[config.mk]
export PLATFORM = sky130hd
export DESIGN_NAME = hysteresis_tachometer_rpm_core
export DESIGN_NICKNAME = d
export VERILOG_FILES = /design/src/rtl/core/hystach_pkg.sv /design/src/rtl/core/hysteresis_tachometer_rpm_core.sv /design/src/rtl/core/hystach_detect.sv /design/src/rtl/core/hystach_divider.sv
export SDC_FILE = /design/constraint.sdc
export NUM_CORES = 1
export LEC_CHECK = 0
export BUFFER_PORTS_ARGS = -buffer_cell sky130_fd_sc_hd__clkbuf_2
export CORE_MARGIN = 8
export CORE_UTILIZATION = 35
export CTS_BUF_LIST = sky130_fd_sc_hd__clkbuf_4 sky130_fd_sc_hd__clkbuf_8 sky130_fd_sc_hd__clkbuf_16
export DETAILED_ROUTE_END_ITERATION = 7
export GPL_TIMING_DRIVEN = 0
export SLEW_MARGIN = 20
export SYNTH_ARGS = -nofsm -noshare
export SYNTH_HDL_FRONTEND = slang
export SYNTH_SLANG_ARGS = --single-unit
[constraint.sdc]
create_clock -name clock -period 6.4 [get_ports clock]
set_input_delay 0.64 -clock clock [delete_from_list [all_inputs] [get_ports clock]]
set_output_delay 0.64 -clock clock [all_outputs]
set_load 0.01 [all_outputs]
[src/rtl/core/hystach_pkg.sv]
// hystach_pkg: shared types and constants for the hysteresis tachometer core
// used by hystach_detect, hystach_divider and hysteresis_tachometer_rpm_core
`timescale 1ns / 1ps
`default_nettype none

package hystach_pkg;

   localparam int SAMPLE_WIDTH_DEFAULT = 12;
   localparam int TIME_WIDTH_DEFAULT   = 32;

   localparam int RPM_WIDTH    = 26;
   localparam int PERIOD_WIDTH = 32;
   localparam logic [RPM_WIDTH-1:0] RPM_NUMERATOR = RPM_WIDTH'(60000000);

   localparam int LOW_THRESHOLD_RESET  = 2000;
   localparam int HIGH_THRESHOLD_RESET = 3500;

   // configuration register indexes
   localparam int CSR_ADDR_WIDTH = 2;
   localparam logic [CSR_ADDR_WIDTH-1:0] CSR_LOW_THRESHOLD  = 2'd0;
   localparam logic [CSR_ADDR_WIDTH-1:0] CSR_HIGH_THRESHOLD = 2'd1;

   typedef enum logic [1:0] {
      DIV_IDLE,
      DIV_RUN,
      DIV_DONE
   } div_state_type;

   // divider status seen by the top level
   typedef struct packed {
      logic idle;
      logic done;
   } div_status_type;

endpackage

`default_nettype wire

[src/rtl/core/hysteresis_tachometer_rpm_core.sv]
// hysteresis_tachometer_rpm_core: top level of the hysteresis tachometer
// instantiates hystach_detect and hystach_divider, depends on hystach_pkg
//
// Usage:
//   req_ carries one ADC sample and its microsecond timestamp; a transfer
//   happens when req_valid is high and req_stall is low.
//   A sample below low_threshold arms the detector; a sample above
//   high_threshold while armed is a rising edge and produces one rsp_
//   transfer with rsp_period_us (time since the previous edge, wrapping)
//   and rsp_rpm = 60000000 / period, saturated to 60000000 at zero period.
//   Other samples produce nothing.
//   An edge sample starts the bit-serial divider, one of 26 quotient bits per
//   cycle; the finished quotient then moves into the output register when it
//   has room, and req_stall stays high after the edge transfer until the
//   divider hands its result over, so no sample is taken while it works.
//   The output register holds one result while the divider works on the next
//   edge; while rsp_stall is high and that register is full, a finished
//   quotient waits in the divider and req_stall stays high.
//   csr_ writes set the thresholds (index 0 low, 1 high); others are ignored.
//   Reset (synchronous, active high) restores thresholds 2000 and 3500,
//   disarms the detector and sets the previous edge time to 0.
`timescale 1ns / 1ps
`default_nettype none

module hysteresis_tachometer_rpm_core #(
   parameter int SAMPLE_WIDTH = hystach_pkg::SAMPLE_WIDTH_DEFAULT,
   parameter int TIME_WIDTH   = hystach_pkg::TIME_WIDTH_DEFAULT
) (
   input  wire logic                                   clock,
   input  wire logic                                   reset,
   input  wire logic                                   csr_we,
   input  wire logic [hystach_pkg::CSR_ADDR_WIDTH-1:0] csr_addr,
   input  wire logic [SAMPLE_WIDTH-1:0]                csr_wdata,
   input  wire logic                                   req_valid,
   output logic                                        req_stall,
   input  wire logic [SAMPLE_WIDTH-1:0]                req_sample,
   input  wire logic [TIME_WIDTH-1:0]                  req_time_us,
   output logic                                        rsp_valid,
   input  wire logic                                   rsp_stall,
   output logic [hystach_pkg::RPM_WIDTH-1:0]           rsp_rpm,
   output logic [hystach_pkg::PERIOD_WIDTH-1:0]        rsp_period_us
);
   import hystach_pkg::*;

   div_status_type          div_status;
   logic                    accept;
   logic                    edge_start;
   logic [TIME_WIDTH-1:0]   elapsed;
   logic                    take;
   logic [RPM_WIDTH-1:0]    div_rpm;
   logic [PERIOD_WIDTH-1:0] div_period;

   logic                    rsp_valid_ff, rsp_valid_in;
   logic [RPM_WIDTH-1:0]    rsp_rpm_ff, rsp_rpm_in;
   logic [PERIOD_WIDTH-1:0] rsp_period_ff, rsp_period_in;

   assign req_stall = !div_status.idle;
   assign accept    = req_valid && !req_stall;
   // move a finished quotient into the output register when it has room
   assign take      = div_status.done && (!rsp_valid_ff || !rsp_stall);

   hystach_detect #(
      .SAMPLE_WIDTH (SAMPLE_WIDTH),
      .TIME_WIDTH   (TIME_WIDTH)
   ) u_detect (
      .clock      (clock),
      .reset      (reset),
      .csr_we     (csr_we),
      .csr_addr   (csr_addr),
      .csr_wdata  (csr_wdata),
      .accept     (accept),
      .sample     (req_sample),
      .time_us    (req_time_us),
      .edge_start (edge_start),
      .elapsed    (elapsed)
   );

   hystach_divider #(
      .TIME_WIDTH (TIME_WIDTH)
   ) u_divider (
      .clock   (clock),
      .reset   (reset),
      .start   (edge_start),
      .elapsed (elapsed),
      .take    (take),
      .status  (div_status),
      .rpm     (div_rpm),
      .period  (div_period)
   );

   always_comb begin
      rsp_valid_in  = rsp_valid_ff && rsp_stall;
      rsp_rpm_in    = rsp_rpm_ff;
      rsp_period_in = rsp_period_ff;
      if (take) begin
         rsp_valid_in  = 1'b1;
         rsp_rpm_in    = div_rpm;
         rsp_period_in = div_period;
      end
   end

   always_ff @(posedge clock) begin
      if (reset) begin
         rsp_valid_ff <= 1'b0;
      end else begin
         rsp_valid_ff <= rsp_valid_in;
      end
   end

   always_ff @(posedge clock) begin
      rsp_rpm_ff    <= rsp_rpm_in;
      rsp_period_ff <= rsp_period_in;
   end

   assign rsp_valid     = rsp_valid_ff;
   assign rsp_rpm       = rsp_rpm_ff;
   assign rsp_period_us = rsp_period_ff;

   a_result_held: assert property (@(posedge clock) disable iff (reset)
      (div_status.done && rsp_valid_ff && rsp_stall) |=> div_status.done)
      else $error("finished result dropped while output full");

   a_take_loads: assert property (@(posedge clock) disable iff (reset)
      take |=> (rsp_valid_ff && rsp_rpm_ff == $past(div_rpm)))
      else $error("output register not loaded on take");

   a_edge_when_idle: assert property (@(posedge clock) disable iff (reset)
      edge_start |-> div_status.idle)
      else $error("edge detected while divider busy");

endmodule

`default_nettype wire

[src/rtl/core/hystach_detect.sv]
// hystach_detect: threshold registers, armed flag and last edge timestamp
// depends on hystach_pkg
`timescale 1ns / 1ps
`default_nettype none

module hystach_detect #(
   parameter int SAMPLE_WIDTH = 12,
   parameter int TIME_WIDTH   = 32
) (
   input  wire logic                                  clock,
   input  wire logic                                  reset,
   input  wire logic                                  csr_we,
   input  wire logic [hystach_pkg::CSR_ADDR_WIDTH-1:0] csr_addr,
   input  wire logic [SAMPLE_WIDTH-1:0]               csr_wdata,
   input  wire logic                                  accept,
   input  wire logic [SAMPLE_WIDTH-1:0]               sample,
   input  wire logic [TIME_WIDTH-1:0]                 time_us,
   output logic                                       edge_start,
   output logic [TIME_WIDTH-1:0]                      elapsed
);
   import hystach_pkg::*;

   logic [SAMPLE_WIDTH-1:0] low_ff, low_in;
   logic [SAMPLE_WIDTH-1:0] high_ff, high_in;
   logic                    armed_ff, armed_in;
   logic [TIME_WIDTH-1:0]   last_edge_ff, last_edge_in;
   logic                    below_low;

   assign below_low  = sample < low_ff;
   assign edge_start = accept && armed_ff && (sample > high_ff);
   // wraps modulo 2^TIME_WIDTH
   assign elapsed    = time_us - last_edge_ff;

   always_comb begin
      low_in  = low_ff;
      high_in = high_ff;
      if (csr_we) begin
         case (csr_addr)
            CSR_LOW_THRESHOLD:  low_in  = csr_wdata;
            CSR_HIGH_THRESHOLD: high_in = csr_wdata;
            default: ;
         endcase
      end
   end

   always_comb begin
      armed_in     = armed_ff;
      last_edge_in = last_edge_ff;
      if (edge_start) begin
         armed_in     = 1'b0;
         last_edge_in = time_us;
      end
      // edge test first, then the arm test may rearm in the same transfer
      if (accept && below_low) begin
         armed_in = 1'b1;
      end
   end

   always_ff @(posedge clock) begin
      if (reset) begin
         low_ff       <= SAMPLE_WIDTH'(LOW_THRESHOLD_RESET);
         high_ff      <= SAMPLE_WIDTH'(HIGH_THRESHOLD_RESET);
         armed_ff     <= 1'b0;
         last_edge_ff <= '0;
      end else begin
         low_ff       <= low_in;
         high_ff      <= high_in;
         armed_ff     <= armed_in;
         last_edge_ff <= last_edge_in;
      end
   end

   a_edge_disarms: assert property (@(posedge clock) disable iff (reset)
      (edge_start && !below_low) |=> !armed_ff)
      else $error("edge did not disarm detector");

   a_edge_time: assert property (@(posedge clock) disable iff (reset)
      edge_start |=> (last_edge_ff == $past(time_us)))
      else $error("edge timestamp not captured");

   a_low_arms: assert property (@(posedge clock) disable iff (reset)
      (accept && below_low) |=> armed_ff)
      else $error("low sample did not arm detector");

endmodule

`default_nettype wire

[src/rtl/core/hystach_divider.sv]
// hystach_divider: bit-serial restoring divider, constant numerator over period
// depends on hystach_pkg
`timescale 1ns / 1ps
`default_nettype none

module hystach_divider #(
   parameter int TIME_WIDTH = 32
) (
   input  wire logic                                 clock,
   input  wire logic                                 reset,
   input  wire logic                                 start,
   input  wire logic [TIME_WIDTH-1:0]                elapsed,
   input  wire logic                                 take,
   output hystach_pkg::div_status_type               status,
   output logic [hystach_pkg::RPM_WIDTH-1:0]         rpm,
   output logic [hystach_pkg::PERIOD_WIDTH-1:0]      period
);
   import hystach_pkg::*;

   localparam int CNT_W   = $clog2(RPM_WIDTH);
   localparam int EXT_W   = (TIME_WIDTH > RPM_WIDTH) ? TIME_WIDTH : RPM_WIDTH;
   localparam int PEXT_W  = (TIME_WIDTH > PERIOD_WIDTH) ? TIME_WIDTH : PERIOD_WIDTH;

   div_state_type state_ff, state_in;

   logic [RPM_WIDTH-1:0]    div_ff, div_in;
   logic                    big_ff, big_in;
   logic                    zero_ff, zero_in;
   logic [RPM_WIDTH-1:0]    num_ff, num_in;
   logic [RPM_WIDTH-1:0]    rem_ff, rem_in;
   logic [RPM_WIDTH-1:0]    quo_ff, quo_in;
   logic [CNT_W-1:0]        count_ff, count_in;
   logic [PERIOD_WIDTH-1:0] period_ff, period_in;

   logic [EXT_W-1:0]        elapsed_ext;
   logic [PEXT_W-1:0]       elapsed_pext;
   logic [RPM_WIDTH:0]      partial;
   logic [RPM_WIDTH:0]      diff;
   logic                    fits;

   assign elapsed_ext  = EXT_W'(elapsed);
   assign elapsed_pext = PEXT_W'(elapsed);

   // one quotient bit per cycle, numerator bits shift in from the top
   assign partial = {rem_ff, num_ff[RPM_WIDTH-1]};
   assign diff    = partial - {1'b0, div_ff};
   assign fits    = !big_ff && (partial >= {1'b0, div_ff});

   // next state
   always_comb begin
      state_in = state_ff;
      case (state_ff)
         DIV_IDLE: if (start) state_in = DIV_RUN;
         DIV_RUN:  if (count_ff == '0) state_in = DIV_DONE;
         DIV_DONE: if (take) state_in = DIV_IDLE;
         default:  state_in = DIV_IDLE;
      endcase
   end

   // datapath
   always_comb begin
      div_in    = div_ff;
      big_in    = big_ff;
      zero_in   = zero_ff;
      num_in    = num_ff;
      rem_in    = rem_ff;
      quo_in    = quo_ff;
      count_in  = count_ff;
      period_in = period_ff;
      case (state_ff)
         DIV_IDLE: begin
            if (start) begin
               div_in    = elapsed_ext[RPM_WIDTH-1:0];
               big_in    = |(elapsed_ext >> RPM_WIDTH);
               zero_in   = (elapsed == '0);
               num_in    = RPM_NUMERATOR;
               rem_in    = '0;
               quo_in    = '0;
               count_in  = CNT_W'(RPM_WIDTH - 1);
               period_in = elapsed_pext[PERIOD_WIDTH-1:0];
            end
         end
         DIV_RUN: begin
            rem_in   = fits ? diff[RPM_WIDTH-1:0] : partial[RPM_WIDTH-1:0];
            num_in   = {num_ff[RPM_WIDTH-2:0], 1'b0};
            quo_in   = {quo_ff[RPM_WIDTH-2:0], fits};
            count_in = count_ff - CNT_W'(1);
         end
         default: ;
      endcase
   end

   // outputs
   always_comb begin
      status.idle = (state_ff == DIV_IDLE);
      status.done = (state_ff == DIV_DONE);
      // a zero period saturates
      rpm         = zero_ff ? RPM_NUMERATOR : quo_ff;
      period      = period_ff;
   end

   always_ff @(posedge clock) begin
      if (reset) begin
         state_ff <= DIV_IDLE;
      end else begin
         state_ff <= state_in;
      end
   end

   always_ff @(posedge clock) begin
      div_ff    <= div_in;
      big_ff    <= big_in;
      zero_ff   <= zero_in;
      num_ff    <= num_in;
      rem_ff    <= rem_in;
      quo_ff    <= quo_in;
      count_ff  <= count_in;
      period_ff <= period_in;
   end

   a_start_idle: assert property (@(posedge clock) disable iff (reset)
      start |-> (state_ff == DIV_IDLE))
      else $error("divider started while busy");

   a_latency: assert property (@(posedge clock) disable iff (reset)
      (start && state_ff == DIV_IDLE) |-> ##(RPM_WIDTH + 1) (state_ff == DIV_DONE))
      else $error("divider latency wrong");

   a_quotient: assert property (@(posedge clock) disable iff (reset)
      (state_ff == DIV_DONE && !zero_ff && !big_ff) |->
         ((64'(quo_ff) * 64'(div_ff) <= 64'(RPM_NUMERATOR)) &&
          (64'(RPM_NUMERATOR) - 64'(quo_ff) * 64'(div_ff) < 64'(div_ff))))
      else $error("divider quotient wrong");

   a_big_zero: assert property (@(posedge clock) disable iff (reset)
      (state_ff == DIV_DONE && big_ff) |-> (quo_ff == '0))
      else $error("long period gave nonzero quotient");

endmodule

`default_nettype wire
# After elaboration in Yosys (flattened, before gate mapping)
# Index checks and enable logic that the tools add are counted.
[op_classes]
n_addsub = 3
n_lt_le_gt_ge = 3
eq_ne = 6
n_mux = 15
n_reduce_logical = 24
[op_table]
columns = ["op", "count"]
rows = [
  ["case mux 26 bit (2 select lines)", 3],
  ["2-to-1 mux 26 bit", 3],
  ["logical NOT 32 bit", 1],
  ["subtractor 32 bit", 1],
  ["greater-or-equal comparator 27 x 26 -> 1 bit", 1],
  ["subtractor 26 bit", 1],
  ["greater-than comparator 12 bit", 1],
  ["less-than comparator 12 bit", 1],
  ["case mux 5 bit (2 select lines)", 1],
  ["AND reduction 2 bit", 4],
  ["logical AND 1 bit", 7],
  ["2-to-1 mux 2 bit", 3],
  ["!= test 2 x 1 -> 1 bit, second input constant", 3],
  ["case mux 2 bit (3 select lines)", 1],
  ["OR reduction 6 bit", 1],
  ["logical NOT 5 bit", 1],
  ["2-to-1 mux 5 bit", 1],
  ["subtractor 5 x 1 -> 5 bit, second input constant", 1],
  ["== test 2 x 1 -> 1 bit, second input constant", 2],
  ["logical NOT 1 bit", 4],
  ["logical NOT 2 bit", 2],
  ["nonzero test 2 bit", 2],
  ["2-to-1 mux 1 bit", 3],
  ["AND reduction 3 bit", 1],
  ["other kinds (2)", 2],
]
[word_totals]
ff_bits = 261
in_bits = 63
out_inout_bits = 60

# Logic depth before layout (Yosys ltp)
[depth]
ltp_word = 6
depth_mapped = 13

# Hierarchy
# Synthesis repeated with hierarchy kept, for this count alone.
[hier_totals]
hier_cells = 1123
hier_area_um2 = 12137.9
[by_module_without_submodules]
columns = ["module", "n_inst", "cells_per_inst", "area_each_um2", "seq_area_each_um2"]
rows = [
  ["hystach_divider", 1, 496, 5860.6, 3313.2],
  ["hystach_detect", 1, 563, 4489.3, 1141.1],
  ["hysteresis_tachometer_rpm_core", 1, 64, 1788.0, 1761.7],
]

# Least setup slack after synthesis
# No wires, ideal clock.
[synth_path]
path_kind = "input-to-reg"
start = "in req_sample[5]"
end = "reg u_divider.count_ff[0], enable pin"
arrival_ps = 5021
required_ps = 5964
setup_slack_ps = 943
stages = 12
n_path_buf = 2
cell_sequence = "ha_1 a21o_1 a21o_1 a21o_1 a21oi_1 nor2b_1 o211ai_1 a21oi_1 clkbuf_1 buf_1 inv_1 nand2_1"
[synth_between]
elab_chain_cells = 4
[synth_lines]
columns = ["element", "line_no", "text"]
rows = [
  ["start: declaration", "hysteresis_tachometer_rpm_core.sv:36", "input wire logic [SAMPLE_WIDTH-1:0] req_sample,"],
  ["greater-than comparator 12 bit", "hystach_detect.sv:30", "assign edge_start = accept && armed_ff && (sample > high_ff);"],
  ["logical AND 1 bit", "hystach_detect.sv:30", ""],
  ["!= test 2 x 1 -> 1 bit (no source line)", "n/a", ""],
  ["AND reduction 2 bit (no source line)", "n/a", ""],
  ["end signal: assignment", "hystach_divider.sv:117", "count_ff <= count_in;"],
  ["end: declaration", "hystach_divider.sv:32", "logic [CNT_W-1:0] count_ff, count_in;"],
]
# No other way between the ends.
# A chain may end at the register's enable or synchronous reset.

# Worst setup path in the final report
[layout_path]
start = "reg u_detect.last_edge_ff[1]"
end = "reg u_divider.big_ff (data pin)"
[layout_between]
elab_chain_cells = 2
[layout_lines]
columns = ["element", "line_no", "text"]
rows = [
  ["start: declaration", "hystach_detect.sv:26", "logic [TIME_WIDTH-1:0] last_edge_ff, last_edge_in;"],
  ["start signal: assignment", "hystach_detect.sv:69", "last_edge_ff <= last_edge_in;"],
  ["subtractor 32 bit", "hystach_detect.sv:32", "assign elapsed = time_us - last_edge_ff;"],
  ["OR reduction 6 bit", "hystach_divider.sv:74", "big_in = |(elapsed_ext >> RPM_WIDTH);"],
  ["end signal: assignment", "hystach_divider.sv:112", "big_ff <= big_in;"],
  ["end: declaration", "hystach_divider.sv:27", "logic big_ff, big_in;"],
]
# No other way between the ends.

==> impl_metrics.yaml <==
worst_setup_path:
  cp_data_arrival_time_ps: 3790
  cpMaxStageDelayCell: "nor4bb_1"
  path_class: "flip-flop to flip-flop"
  cp_cell_sequence: "inv_1 > ha_1 > nor2b_1 > o2111ai_1 > nor4bb_1 > o21ai_1 > and3_1 > o31ai_1 > xnor2_1 > nand4b_1 > or2_1"
  startpoint_type: "flip-flop"
  endpoint_kind: "flip-flop"
  critPathMaxStageDelay_ps: 620
  required_ps: 6700
  cp_max_fo: 7
final_layout:
  syn_to_final_growth_pct: 18.6
  layout-drive-gt1-share_pct: 15.7
  final_nets: 1469
  diodes: 0
synthesis:
  yosys.area_share.adder_pct: 8.52
  synth-seq-area-share_pct: 50.3
  synth_edf_count: 167
  synthSimpleGateAreaFrac_pct: 16.0
  ys_ff_latch: 227
  postSynthCellCount: 1169
  synthArstFlopShare_pct: 0
  ys_dominant_reg_cell: "edfxtp_1"
  synth_warnings: 0
  synthMuxAreaShare_pct: 4.71
  synth_compound_area_share_pct: 13.6
  synth-xor-area-share_pct: 2.69
  synth.distinct_cells: 76
  synth_top_family_by_area: "simple AND/OR/NAND/NOR gates"
  netlist_area_um2: 12400
  syn_nets: 1315
  synth.avg_cell_area_um2: 10.6
sta:
  hold_slack_ps: 305
  fin_crit_ps: 3490
  setup_tns_ps: 0
  slew_violations: 0
  rsz0062_at_grt: "no"
  fin_worst_skew_ps: 14.5
  worst_pin_slew_ps: 754
  fin_ws_ps: 2910
  final.period_utilization_pct: 54.5
  slew_headroom_pct: 49.8
  fmax_ghz: 0.287
  hold_violations: 0
  finalSetupViolCount: 0
pwr:
  powerDensity_nw_per_um2: 250
  power.total_w: 0.00366
  power_leakage_nw: 5.70
  ir_worst_vdd_v: 0.000181
place:
  post-place-ws_ps: 2440
  place_congestion: 0.887
  hpwl_um: 21300
  io_buffers: 121
cts:
  holdBufCountCts: 0
  cts.clk_slew.worst_paths_ps: 60
  clockBufferDepth: 3
  htree_num_levels: 1
  root_buffer: "clkbuf_16"
  cts_buffers: 27
  clkSinkCount: 227
  cts_tree: "built"
  cts-resized-gates: 0
  cts_setup_buffers: 0
  clock_latency_ps: 560
floorplan:
  core-area_um2: 35200
  io_pins: 123
  die_y_um: 204
  die_w_um: 204
  initial_utilization_pct: 35.1
  rows: 69
  die_area_um2: 41600
hold_path:
  min_path_type: "input port to flip-flop"
run_status:
  status: "finished, final reports clean"
route:
  ant_nets: 0
  drtIter0Drc: 416
  drc: 0
  dr.pass1.iters: 5
  wl_per_cell_um: 15.3
  viasPerCell: 4.89
  vias: 8823
  postRouteWirelength_um: 27700
grt:
  overflow: 0
  antenna_found_initial: 0
  grt_usage_pct: 13.0
  grt_start_max_net_pins: 44
  grt_pass1_vias: 8542
  grt_pass1_wl_um: 44600
run:
  maxCapViolations: 0
## final timing paths
check	startpoint	endpoint	slack, ps	cells after the start
worst min-delay path	csr_wdata[6]	u_detect.low_ff[6]$_SDFFE_PP1P_	300	2
worst max-delay path	u_detect.last_edge_ff[1]$_SDFFE_PP0P_	u_divider.big_ff$_DFFE_PP_	2910	11
worst min register to register	u_divider.period[28]$_DFFE_PP_	rsp_period_us[28]$_DFFE_PP_	420	0
worst max register to register	u_detect.last_edge_ff[1]$_SDFFE_PP0P_	u_divider.big_ff$_DFFE_PP_	2910	11
## state kept, by name, summed over array words and instances, names as in the netlist, 12 cells and up
name                   flops
rsp_period_us             32
rsp_rpm                   26
u_detect.high_ff          12
u_detect.last_edge_ff     32
u_detect.low_ff           12
u_divider.num_ff          18
u_divider.period          32
u_divider.quo_ff          26
u_divider.rem_ff          26
## cells in the mapped netlist (all sizes together), types with 4 or more instances
master	n	share of area, %
mux2i	56	4.5
dfxtp	60	9.7
or3	8	0.40
and2	46	2.3
buf	7	0.23
o21a	17	1.0
nor3	12	0.49
a31o	4	0.28
nor2b	29	1.5
nand4	7	0.35
inv	103	3.1
a311oi	4	0.28
xnor2	23	1.6
o211ai	7	0.42
clkbuf	29	0.88
o31a	4	0.29
o31ai	7	0.42
nand3	17	0.69
edfxtp	167	41
a21oi	61	2.5
o21bai	10	0.61
a211oi	9	0.55
a31oi	9	0.46
a21boi	4	0.24
ha	81	8.2
nor3b	6	0.36
nand2	52	1.6
o21ai	40	1.6
or2	17	0.86
nor4	5	0.35
nand2b	14	0.71
xor2	15	1.1
a211o	16	1.1
nor2	135	4.1
and3	9	0.46
a21o	25	1.5
nand3b	5	0.30
and4	4	0.28
## report_power, final
group | total, W | internal [W] | switching [W]
Clock | 0.00168 | 0.00104 | 0.000638
Combinational | 0.000369 | 0.000151 | 0.000218
Sequential | 0.00162 | 0.00160 | 0.0000114
Total | 0.00366 | 0.00280 | 0.000868
## placed cells by master, fill, tap and decap left out, types with 6 or more instances in the layout
| master | n |
|---|---|
| a211o_1 | 16 |
| o21a_1 | 17 |
| nor2b_1 | 28 |
| clkbuf_2 | 121 |
| o21ai_0 | 37 |
| xor2_1 | 15 |
| a21oi_1 | 60 |
| dfxtp_1 | 60 |
| nor3_1 | 12 |
| nand3_1 | 17 |
| nor3b_1 | 6 |
| edfxtp_1 | 167 |
| nor2_1 | 135 |
| clkbuf_16 | 27 |
| inv_1 | 102 |
| o31ai_1 | 7 |
| nand4_1 | 7 |
| nand2_1 | 51 |
| a21o_1 | 25 |
| ha_1 | 81 |
| a211oi_1 | 9 |
| clkbuf_1 | 29 |
| mux2i_1 | 56 |
| or3_1 | 8 |
| and2_1 | 45 |
| nand2b_1 | 14 |
| a31oi_1 | 9 |
| o21bai_1 | 10 |
| o211ai_1 | 7 |
| and3_1 | 9 |
| or2_2 | 15 |
| xnor2_1 | 23 |
## worst max-delay path, delay by kind of cell, from the launching register on
family          cells  cell delay (ps)
compound gates      3              880
xor+xnor            1              190
fa+ha+maj           1              250
buf+inv             1               60
flops               1              370
simple gates        5             1470
## stage by stage
step / util, % / area, µm² / cells
final: 41.6 / 14700 / 1805
after global routing: 41.6 / 14700 / 1805
after CTS: 41.6 / 14700 / 1805
after detailed placement: 38.8 / 13700 / 1755
after global placement: 38.5 / 13500 / 1751
after floorplan: - / 12400 / 1169
## routing by layer
layer	share of wire [%]	vias to the layer above	global-route usage [%]
met1	46	4113	17.0
li1	-	4520	-
met2	46	144	21.6
met3	4.2	46	2.31
met4	2.8	0	4.40
met5	0	-	0
## layout make-up
| type | instances | area (µm²) |
|---|---|---|
| Buffer | 36 | 139 |
| Timing Repair Buffer | 125 | 701 |
| Tap cell | 461 | 577 |
| Inverter | 104 | 390 |
| Clock inverter | 18 | 265 |
| Multi-Input combinational cell | 802 | 5640 |
| Fill cell | 3445 | 20600 |
| Clock buffer | 32 | 738 |
| Sequential cell | 227 | 6220 |
## cells by family (layout without fill, tap and decap cells)
group	Yosys count	count (layout)
AND/OR/NAND/NOR	380	380
buffers and inverters	140	315
AO/OA/AOI/OAI	243	243
multiplexers	58	58
XOR/XNOR	38	38
flip-flops	227	227
adder cells (fa/ha/maj)	83	83
(Power assumes the default switching activity.)
